`src/hw/rtl/hfd_pkg.sv`:
```
// hfd_pkg: types and fixed constants of the half flux diameter block
// field widths, register indexes, reset values and the sequencer states
// no dependencies
package hfd_pkg;

    localparam int PIXEL_W    = 24;
    localparam int GRAY_W     = 8;
    localparam int CFG_SIZE_W = 13;
    localparam int CFG_DIAM_W = 10;
    localparam int CFG_BG_W   = 8;
    localparam int CFG_DATA_W = 13;
    localparam int RADIUS_W   = 9;
    localparam int RSQ_W      = 18;
    localparam int FLUX_W     = 32;
    localparam int WSUM_W     = 48;
    localparam int HFD_W      = 18;

    localparam logic [HFD_W-1:0] HFD_MAX = '1;

    localparam logic [CFG_SIZE_W-1:0] WIDTH_RESET  = 13'd64;
    localparam logic [CFG_SIZE_W-1:0] HEIGHT_RESET = 13'd64;
    localparam logic [CFG_DIAM_W-1:0] DIAM_RESET   = 10'd60;
    localparam logic [CFG_BG_W-1:0]   BG_RESET     = 8'd0;

    typedef enum logic [1:0] {
        CFG_IMAGE_WIDTH,
        CFG_IMAGE_HEIGHT,
        CFG_OUTER_DIAM,
        CFG_BACKGROUND
    } cfg_index_t;

    typedef enum logic [2:0] {
        S_IDLE,
        S_SQR,
        S_CHK,
        S_ROOT,
        S_MUL,
        S_POST,
        S_DIV,
        S_OUT
    } hfd_state_t;

endpackage

```
`src/hw/rtl/half_flux_diameter_top.sv`:
```
// half flux diameter focus metric over a raster frame of packed rgb pixels
// two-bit-per-cycle square root, shift-add multiplier, bit-serial divider
// depends on hfd_pkg
// a pixel outside the aperture, dark or at the centre passes S_SQR, S_CHK and S_POST before the next accept
// a lit pixel inside also passes the square root unit in S_ROOT and the multiplier in S_MUL before S_POST:
// the root runs over DIST_FRAC_BITS + 10 root bits, the multiplier up to the top set bit of its gray level
// after the last pixel the square root (no flux) or the divider runs before out_valid, unless the quotient overflows
// asynchronous active-low reset clears position, sums and pending result, restores register defaults
module half_flux_diameter_top #(
    parameter int COORD_BITS     = 12,
    parameter int DIST_FRAC_BITS = 8
) (
    input  logic                             clk,
    input  logic                             rst_n,
    input  logic                             in_valid,
    output logic                             in_ready,
    input  logic [hfd_pkg::PIXEL_W-1:0]      pixel_rgb,
    output logic                             out_valid,
    input  logic                             out_ready,
    output logic [hfd_pkg::HFD_W-1:0]        hfd_q8,
    output logic                             no_flux,
    input  logic                             cfg_write,
    input  hfd_pkg::cfg_index_t              cfg_index,
    input  logic [hfd_pkg::CFG_DATA_W-1:0]   cfg_data
);
    import hfd_pkg::*;

    localparam int SZ_W      = (COORD_BITS + 1 > CFG_SIZE_W) ? COORD_BITS + 1 : CFG_SIZE_W;
    localparam int D2_W      = 2 * COORD_BITS + 1;
    localparam int SQ_W      = 2 * COORD_BITS + 2;
    localparam int CMP_W     = (D2_W > RSQ_W) ? D2_W : RSQ_W;
    localparam int NRES      = DIST_FRAC_BITS + 10;
    localparam int ROOT_IN_W = 2 * NRES;
    localparam int REM_W     = NRES + 3;
    localparam int SAT_W     = NRES + HFD_W;
    localparam int ITER_MAX  = (NRES > HFD_W) ? NRES : HFD_W;
    localparam int CNT_W     = $clog2(ITER_MAX);

    hfd_state_t state_reg, state_next;

    logic [CFG_SIZE_W-1:0]      img_w_reg, img_h_reg;
    logic [CFG_DIAM_W-1:0]      diam_reg;
    logic [CFG_BG_W-1:0]        bg_reg;

    logic [COORD_BITS-1:0]      col_reg, col_next;
    logic [COORD_BITS-1:0]      row_reg, row_next;
    logic [FLUX_W-1:0]          flux_reg, flux_next;
    logic [WSUM_W-1:0]          wsum_reg, wsum_next;
    logic                       out_valid_reg, out_valid_next;

    logic [HFD_W-1:0]           out_hfd_reg, out_hfd_next;
    logic                       out_none_reg, out_none_next;
    logic                       last_reg, last_next;
    logic [GRAY_W-1:0]          gray_reg, gray_next;
    logic signed [COORD_BITS:0] dx_reg, dx_next;
    logic signed [COORD_BITS:0] dy_reg, dy_next;
    logic [D2_W-1:0]            d2_reg, d2_next;
    logic [ROOT_IN_W-1:0]       rad_reg, rad_next;
    logic [REM_W-1:0]           rem_reg, rem_next;
    logic [NRES-1:0]            root_reg, root_next;
    logic                       final_root_reg, final_root_next;
    logic [WSUM_W-1:0]          mcand_reg, mcand_next;
    logic [GRAY_W-1:0]          gsh_reg, gsh_next;
    logic [FLUX_W-1:0]          div_rem_reg, div_rem_next;
    logic [HFD_W-1:0]           div_low_reg, div_low_next;
    logic [HFD_W-1:0]           quo_reg, quo_next;
    logic [CNT_W-1:0]           cnt_reg, cnt_next;
    logic [HFD_W-1:0]           res_hfd_reg, res_hfd_next;
    logic                       res_none_reg, res_none_next;

    logic [SZ_W-1:0]            w_use, h_use, cx, cy;
    logic                       row_end, last_pix, accept;
    logic [12:0]                luma_sum;
    logic [GRAY_W-1:0]          gray_raw, gray_val;
    logic [RADIUS_W-1:0]        radius;
    logic [RSQ_W-1:0]           rsq;
    logic [CMP_W-1:0]           d2_cmp;
    logic                       in_aperture;
    logic signed [SQ_W-1:0]     dx_sq, dy_sq, d2_sum;
    logic [REM_W-1:0]           root_t, root_trial;
    logic                       root_ge;
    logic [NRES-1:0]            root_q;
    logic [SAT_W-1:0]           root_wide;
    logic [HFD_W-1:0]           root_sat;
    logic [FLUX_W:0]            div_t, div_d;
    logic                       div_ge;
    logic [FLUX_W-1:0]          div_r;
    logic [WSUM_W-1:0]          wsum_add;

    function automatic logic [SZ_W-1:0] usable_size(input logic [CFG_SIZE_W-1:0] v);
        logic [SZ_W-1:0] ext;
        logic [SZ_W-1:0] lim;
        ext = SZ_W'(v);
        lim = SZ_W'(1) << COORD_BITS;
        if (ext == '0)
        begin
            usable_size = SZ_W'(1);
        end
        else if (ext > lim)
        begin
            usable_size = lim;
        end
        else
        begin
            usable_size = ext;
        end
    endfunction

    assign w_use    = usable_size(img_w_reg);
    assign h_use    = usable_size(img_h_reg);
    assign cx       = (w_use + SZ_W'(1)) >> 1;
    assign cy       = (h_use + SZ_W'(1)) >> 1;
    assign row_end  = SZ_W'(col_reg) >= (w_use - SZ_W'(1));
    assign last_pix = row_end && (SZ_W'(row_reg) >= (h_use - SZ_W'(1)));
    assign accept   = in_valid && in_ready;

    assign luma_sum = 13'(pixel_rgb[23:16]) * 13'd11 + {1'b0, pixel_rgb[15:8], 4'b0000}
                    + 13'(pixel_rgb[7:0]) * 13'd5;
    assign gray_raw = luma_sum[12:5];
    assign gray_val = (gray_raw > bg_reg) ? gray_raw - bg_reg : '0;

    assign radius      = diam_reg[CFG_DIAM_W-1:1];
    assign rsq         = RSQ_W'(radius) * RSQ_W'(radius);
    assign d2_cmp      = CMP_W'(d2_reg);
    assign in_aperture = d2_cmp <= CMP_W'(rsq);

    assign dx_sq  = dx_reg * dx_reg;
    assign dy_sq  = dy_reg * dy_reg;
    assign d2_sum = dx_sq + dy_sq;

    // one root bit per cycle from two radicand bits
    assign root_t     = {rem_reg[REM_W-3:0], rad_reg[ROOT_IN_W-1 -: 2]};
    assign root_trial = REM_W'({root_reg, 2'b01});
    assign root_ge    = root_t >= root_trial;
    assign root_q     = {root_reg[NRES-2:0], root_ge};
    assign root_wide  = SAT_W'(root_q);
    assign root_sat   = (root_wide > SAT_W'(HFD_MAX)) ? HFD_MAX : root_wide[HFD_W-1:0];

    // one quotient bit per cycle
    assign div_t  = {div_rem_reg, div_low_reg[HFD_W-1]};
    assign div_d  = {1'b0, flux_reg};
    assign div_ge = div_t >= div_d;
    assign div_r  = FLUX_W'(div_t - div_d);

    assign wsum_add = wsum_reg + mcand_reg;

    always_comb
    begin
        state_next      = state_reg;
        col_next        = col_reg;
        row_next        = row_reg;
        flux_next       = flux_reg;
        wsum_next       = wsum_reg;
        out_valid_next  = out_valid_reg;
        out_hfd_next    = out_hfd_reg;
        out_none_next   = out_none_reg;
        last_next       = last_reg;
        gray_next       = gray_reg;
        dx_next         = dx_reg;
        dy_next         = dy_reg;
        d2_next         = d2_reg;
        rad_next        = rad_reg;
        rem_next        = rem_reg;
        root_next       = root_reg;
        final_root_next = final_root_reg;
        mcand_next      = mcand_reg;
        gsh_next        = gsh_reg;
        div_rem_next    = div_rem_reg;
        div_low_next    = div_low_reg;
        quo_next        = quo_reg;
        cnt_next        = cnt_reg;
        res_hfd_next    = res_hfd_reg;
        res_none_next   = res_none_reg;
        in_ready        = 1'b0;

        if (out_valid_reg && out_ready)
        begin
            out_valid_next = 1'b0;
        end

        case (state_reg)
            S_IDLE:
            begin
                in_ready = 1'b1;
                if (in_valid)
                begin
                    gray_next = gray_val;
                    last_next = last_pix;
                    dx_next   = $signed({1'b0, col_reg}) - $signed({1'b0, cx[COORD_BITS-1:0]});
                    dy_next   = $signed({1'b0, row_reg}) - $signed({1'b0, cy[COORD_BITS-1:0]});
                    if (row_end)
                    begin
                        col_next = '0;
                        row_next = last_pix ? '0 : row_reg + 1'b1;
                    end
                    else
                    begin
                        col_next = col_reg + 1'b1;
                    end
                    state_next = S_SQR;
                end
            end
            S_SQR:
            begin
                d2_next    = d2_sum[D2_W-1:0];
                state_next = S_CHK;
            end
            S_CHK:
            begin
                state_next = S_POST;
                if (in_aperture)
                begin
                    flux_next = flux_reg + FLUX_W'(gray_reg);
                    if (gray_reg != '0 && d2_reg != '0)
                    begin
                        rad_next        = ROOT_IN_W'(d2_cmp[RSQ_W-1:0]) << (2 * DIST_FRAC_BITS);
                        rem_next        = '0;
                        root_next       = '0;
                        cnt_next        = '0;
                        final_root_next = 1'b0;
                        state_next      = S_ROOT;
                    end
                end
            end
            S_ROOT:
            begin
                rem_next  = root_ge ? root_t - root_trial : root_t;
                root_next = root_q;
                rad_next  = rad_reg << 2;
                cnt_next  = cnt_reg + 1'b1;
                if (cnt_reg == CNT_W'(NRES - 1))
                begin
                    if (final_root_reg)
                    begin
                        res_hfd_next  = root_sat;
                        res_none_next = 1'b1;
                        state_next    = S_OUT;
                    end
                    else
                    begin
                        mcand_next = WSUM_W'(root_q);
                        gsh_next   = gray_reg;
                        state_next = S_MUL;
                    end
                end
            end
            S_MUL:
            begin
                if (gsh_reg[0])
                begin
                    wsum_next = wsum_add;
                end
                mcand_next = mcand_reg << 1;
                gsh_next   = gsh_reg >> 1;
                if (gsh_reg[GRAY_W-1:1] == '0)
                begin
                    state_next = S_POST;
                end
            end
            S_POST:
            begin
                if (!last_reg)
                begin
                    state_next = S_IDLE;
                end
                else if (flux_reg == '0)
                begin
                    rad_next        = ROOT_IN_W'({rsq, 1'b0}) << (2 * DIST_FRAC_BITS);
                    rem_next        = '0;
                    root_next       = '0;
                    cnt_next        = '0;
                    final_root_next = 1'b1;
                    state_next      = S_ROOT;
                end
                else if (FLUX_W'(wsum_reg[WSUM_W-1:HFD_W-1]) >= flux_reg)
                begin
                    // quotient would not fit the result field
                    res_hfd_next  = HFD_MAX;
                    res_none_next = 1'b0;
                    state_next    = S_OUT;
                end
                else
                begin
                    div_rem_next = FLUX_W'(wsum_reg[WSUM_W-1:HFD_W-1]);
                    div_low_next = {wsum_reg[HFD_W-2:0], 1'b0};
                    quo_next     = '0;
                    cnt_next     = '0;
                    state_next   = S_DIV;
                end
            end
            S_DIV:
            begin
                div_rem_next = div_ge ? div_r : div_t[FLUX_W-1:0];
                div_low_next = div_low_reg << 1;
                quo_next     = {quo_reg[HFD_W-2:0], div_ge};
                cnt_next     = cnt_reg + 1'b1;
                if (cnt_reg == CNT_W'(HFD_W - 1))
                begin
                    res_hfd_next  = {quo_reg[HFD_W-2:0], div_ge};
                    res_none_next = 1'b0;
                    state_next    = S_OUT;
                end
            end
            S_OUT:
            begin
                if (!out_valid_reg || out_ready)
                begin
                    out_valid_next = 1'b1;
                    out_hfd_next   = res_hfd_reg;
                    out_none_next  = res_none_reg;
                    flux_next      = '0;
                    wsum_next      = '0;
                    state_next     = S_IDLE;
                end
            end
            default:
            begin
                state_next = S_IDLE;
            end
        endcase

        if (!accept && state_reg == S_IDLE)
        begin
            state_next = S_IDLE;
        end
    end

    always_ff @(posedge clk or negedge rst_n)
    begin
        if (!rst_n)
        begin
            state_reg <= S_IDLE;
        end
        else
        begin
            state_reg <= state_next;
        end
    end

    always_ff @(posedge clk or negedge rst_n)
    begin
        if (!rst_n)
        begin
            img_w_reg     <= WIDTH_RESET;
            img_h_reg     <= HEIGHT_RESET;
            diam_reg      <= DIAM_RESET;
            bg_reg        <= BG_RESET;
            col_reg       <= '0;
            row_reg       <= '0;
            flux_reg      <= '0;
            wsum_reg      <= '0;
            out_valid_reg <= 1'b0;
        end
        else
        begin
            col_reg       <= col_next;
            row_reg       <= row_next;
            flux_reg      <= flux_next;
            wsum_reg      <= wsum_next;
            out_valid_reg <= out_valid_next;
            if (cfg_write)
            begin
                case (cfg_index)
                    CFG_IMAGE_WIDTH:  img_w_reg <= cfg_data;
                    CFG_IMAGE_HEIGHT: img_h_reg <= cfg_data;
                    CFG_OUTER_DIAM:   diam_reg  <= cfg_data[CFG_DIAM_W-1:0];
                    CFG_BACKGROUND:   bg_reg    <= cfg_data[CFG_BG_W-1:0];
                    default:          bg_reg    <= bg_reg;
                endcase
            end
        end
    end

    always_ff @(posedge clk)
    begin
        out_hfd_reg    <= out_hfd_next;
        out_none_reg   <= out_none_next;
        last_reg       <= last_next;
        gray_reg       <= gray_next;
        dx_reg         <= dx_next;
        dy_reg         <= dy_next;
        d2_reg         <= d2_next;
        rad_reg        <= rad_next;
        rem_reg        <= rem_next;
        root_reg       <= root_next;
        final_root_reg <= final_root_next;
        mcand_reg      <= mcand_next;
        gsh_reg        <= gsh_next;
        div_rem_reg    <= div_rem_next;
        div_low_reg    <= div_low_next;
        quo_reg        <= quo_next;
        cnt_reg        <= cnt_next;
        res_hfd_reg    <= res_hfd_next;
        res_none_reg   <= res_none_next;
    end

    assign out_valid = out_valid_reg;
    assign hfd_q8    = out_hfd_reg;
    assign no_flux   = out_none_reg;

endmodule

```
`config.mk`:
```
export PLATFORM = sky130hd
export DESIGN_NAME = half_flux_diameter_top
export DESIGN_NICKNAME = d
export VERILOG_FILES = /design/src/hw/rtl/hfd_pkg.sv /design/src/hw/rtl/half_flux_diameter_top.sv
export SDC_FILE = /design/constraint.sdc
export NUM_CORES = 2
export LEC_CHECK = 0
export BUFFER_PORTS_ARGS = -buffer_cell sky130_fd_sc_hd__buf_2
export CAP_MARGIN = 20
export CORE_MARGIN = 10
export CORE_UTILIZATION = 59
export CTS_CLUSTER_DIAMETER = 30
export DETAILED_ROUTE_END_ITERATION = 8
export HOLD_SLACK_MARGIN = 0.12
export PLACE_DENSITY_LB_ADDON = 0.3
export SYNTH_ARGS = -nofsm -noshare
export SYNTH_HDL_FRONTEND = slang
export SYNTH_SLANG_ARGS = --single-unit
```
`constraint.sdc`:
```
create_clock -name clk -period 10.74 [get_ports clk]
set_input_delay 1.611 -clock clk [delete_from_list [all_inputs] [get_ports clk]]
set_output_delay 1.611 -clock clk [all_outputs]
set_load 0.05 [all_outputs]
```
# After elaboration in Yosys (flattened, before gate mapping)
# Cells that the tools add are included.
# word_totals
in_bits	44
regBits	452
ramBits	0
latchBits	0
rom_bits	0
out_inout_bits	21
n_memories	0
# op_classes
n_div	0
n_mul	5
eq_ne	30
reduce_logical	41
n_bitwise	0
n_lt_le_gt_ge	10
add_sub_neg	17
n_mux	90
shifts	0
# op_table
operator	count
two-way mux 18 bit	14
two-way mux 32 bit	6
two-way mux 48 bit	4
one-hot mux 48 bit (2 select lines)	2
two-way mux 36 bit	4
one-hot mux 32 bit (2 select lines)	2
one-hot mux 18 bit (3 select lines)	2
one-hot mux 36 bit (3 select lines)	1
two-way mux 19 bit	5
one-hot mux 19 bit (3 select lines)	1
two-way mux 13 bit	4
two-way mux 17 bit	3
multiplier 13 x 13 -> 25 bit	2
adder 48 bit	1
one-hot mux 18 bit (2 select lines)	1
one-hot mux 17 bit (2 select lines)	1
>= comparator 33 x 32 -> 1 bit	1
adder 32 x 8 -> 32 bit	1
>= comparator 31 x 32 -> 1 bit	1
logical NOT 32 bit	1
subtractor 32 bit	1
two-way mux 3 bit	10
adder 13 x 1 -> 13 bit (second input constant)	2
>= comparator 12 x 13 -> 1 bit	2
other kinds (53)	121

# Longest topological paths before layout
# logic_depth
ltp_word	7
mapped_depth	33
mapped_depth_nobuf	31

# Worst setup path before layout
# Ideal clock, no wire load.
# synth_timing
path_type	register -> register
startpoint	reg diam_reg[2]
endpoint	reg rad_reg[16], enable pin
arrival_time_ns	10.124
t_required_ns	10.181
path_stages_with_launch	27
setup_time_ns	0.559
synth_period_minus_slack_ns	10.683
path_buffers	1
setup_slack_ns	0.057
cell_sequence	dfstp_2 > clkbuf_1 > and2_1 > inv_1 > fa_1 > inv_1 > fa_1 > inv_1 > fa_1 > fa_1 > inv_1 > ha_1 > inv_1 > o21bai_1 > a21oi_1 > o21bai_1 > a21oi_1 > o21ai_0 > or4_1 > a31oi_1 > xnor2_1 > ha_1 > nor3b_1 > nand4_1 > a21oi_1 > o22a_1 > a21boi_0
# synth_between
elab_chain_cells	4
# synth_rtl
element	line	source
start: declaration	half_flux_diameter_top.sv:42	logic [CFG_DIAM_W-1:0] diam_reg;
start signal: assignment	half_flux_diameter_top.sv:366	CFG_OUTER_DIAM: diam_reg <= cfg_data[CFG_DIAM_W-1:0];
multiplier 9 x 9 -> 18 bit	half_flux_diameter_top.sv:123	assign rsq = RSQ_W'(radius) * RSQ_W'(radius);
less-or-equal comparator 25 x 18 -> 1 bit	half_flux_diameter_top.sv:125	assign in_aperture = d2_cmp <= CMP_W'(rsq);
inequality test 2 bit (no line)	--	
AND reduction 5 bit (no line)	--	
end signal: assignment	half_flux_diameter_top.sv:383	rad_reg <= rad_next;
end: declaration	half_flux_diameter_top.sv:58	logic [ROOT_IN_W-1:0] rad_reg, rad_next;
# No other way between the ends.
# A chain may end at the register's enable or synchronous reset.

# Worst setup path after layout
# layout_timing
startpoint	reg diam_reg[7]
endpoint	reg rad_reg[18], enable pin
# Same word-level chain as after synthesis.

==> out/qor.txt <==
Core area - 0.0687 mm²
# hold bufs at CTS - 0
RSZ-0062 raised after global routing - false
Crit Path Category - flop to flop
Initial antenna violation count - 2
CP peak stage delay - 0.78 ns
DR pass1 iterations - 8
Largest net degree at the start of global routing - 86
Fin nets - 5038
Hpwl dp - 71.3 mm
Slew headroom - 26.4%
Outcome - finished clean
Post-CTS Setup Bufs - 0
GRT Residual Overflow - 0
CTS buffer count - 91
Max-cap violations - 0
Critical Path End Type - flop
TNS Setup - 0 ns
# rows - 96
Tot GR Track Use - 23.4%
First-pass GRT wire length - 155 mm
Proportion of netlist area held by the largest area contributor - 20.8%
Maximum level of the CTS H-tree - 3
Warnings from Yosys - 0
Post_cts resized - 0
Slew Limit Fails - 0
Synth Net Count - 4990
Mapped cell area - 0.0409 mm²
Worst hold path class - flop to flop
Clk sinks - 434
Root buf cell - clkbuf_16
Vias in the first global route - 30500
Crit path max fanout - 30
Area Growth Syn to Fin - 11.0%
Drt initial violations - 2042
Skew final - 0.0720 ns
Inserted Diodes - 0
Initial Utilization - 59.5%
Die area - 0.0803 mm²
Critical path launch point type - flop
Mapped Cells - 4169
# DRC - 0
Crit path DAT - 8.29 ns
PortBufs - 64
Via Count - 29400
WL final - 93.3 mm
Largest cells by area after synthesis - edfxtp_1 (21%), fa_1 (19%), ha_1 (12%)
Slew @ Worst Pin - 1.10 ns
Top cell by count, worst path - inv_1
WP data required - 10.99 ns
Cell variety after synth - 84
CP max stage cell - a21boi_4
Top_reg_cell synth - edfxtp_1
Share of post-route cells with drive strength above 1 - 8.03%
Fmax - 124 MHz
Clock transition at path regs - 0.05 ns
Number of synthesized flops with an enable pin - 283
Max clock buf depth - 3
Final worst path period need - 8.04 ns
Clk_lat worst skew - 0.66 ns
I/O Pins - 65
Final worst-path cycle share - 74.9%
Synth Register Bits - 434
Share of flip-flops with an asynchronous set or reset - 34.8%
Antenna viol nets, final - 0
CTS tree - built
Yosys top cell by area - edfxtp_1
Die Wd - 283 µm
Vias per cell - 5.62
Final Wtd Congestion - 0.888
Hold slack - 0.416 ns
Die height - 283 µm
Syn_area_per_cell - 9.81 µm²
Sequential area share after synthesis - 30.0%
Fin. Hold Viols - 0
Most frequent cell after synthesis - inv_1
Endpoints failing setup - 0
Avg WL per Cell - 17.9 µm
Most frequent cells after synthesis - inv_1 (624), fa_1 (391), ha_1 (386), nand2_1 (371), edfxtp_1 (283)
path summary, 6_finish.rpt:
path | from | to | slack [ns] | cells after the start
setup / recovery | diam_reg[7] | rad_reg[18] | 2.70 | 26
hold / removal | res_hfd_reg[2] | hfd_q8[2] | 0.42 | 0
setup reg to reg | diam_reg[7] | rad_reg[18] | 2.70 | 26
hold reg to reg | res_hfd_reg[2] | hfd_q8[2] | 0.42 | 0
max in group asynchronous | rst_n | col_reg[2] | 8.14 | 2
min in group asynchronous | rst_n | wsum_reg[40] | 1.05 | 1
logic make-up after synthesis:
logic type	count (synthesis)	share of synthesized area (%)
adders and majority gates	777	30.9
AOI/OAI and AO/OA	756	11.5
other	1	0.00917
xor gates and xnor gates	235	5.03
DFF	434	30.0
buffers and inverters	757	7.01
and+or+nand+nor	1143	13.7
muxes	66	1.77
cell usage in the layout (no fill, tap or decap), drive strengths merged, types with 38 or more instances in the layout:
master  instances
a21o          105
a21oi         206
and2          151
and3           46
buf            84
clkbuf        105
clkinv         38
dfrtp         145
edfxtp        283
fa            391
ha            386
inv           636
mux2           51
nand2         371
nand2b         58
nand3          65
nor2          244
nor2b          52
nor3           48
o21ai         222
xnor2         171
xor2           64
final cells by class:
cell class	count	area (µm²)
Multi-Input combinational cell	2978	25800
Fill cell	5369	23300
Sequential cell	434	12300
Clock buffer	105	2440
Inverter	628	2360
Tap cell	931	1160
Clock inverter	67	851
Timing Repair Buffer	84	477
layer usage:
layer	global-route usage, %	vias up	part of all wire (%)
met2	39.6	752	49
met1	30.5	14400	43
met4	7.21	0	2.9
li1	-	14100	-
met5	0	-	0
met3	3.54	171	5.1
per-stage QoR:
step                      std cells  area, µm²  util, %  worst slack, ns
final                          5227      45400     66.1             2.70
after CTS                      5226      45400     66.1             2.72
after global placement         5054      42100     61.3             2.97
after global routing           5227      45400     66.1             2.10
after floorplan                4169      40900        -           0.0572
after detailed placement       5054      42100     61.3             2.81
worst max-delay path, delay by kind of cell, from the launching register on:
kind            cells  cell delay [ns]
fa+ha+maj           6             2.71
flops               1             0.58
simple gates        4             1.01
buf+inv             6             0.84
compound gates      9             2.37
xor+xnor            1             0.12
Power is left out: the tool's default activity adds up to more than one toggle a clock period on the data nets, which glitch-free logic cannot reach.
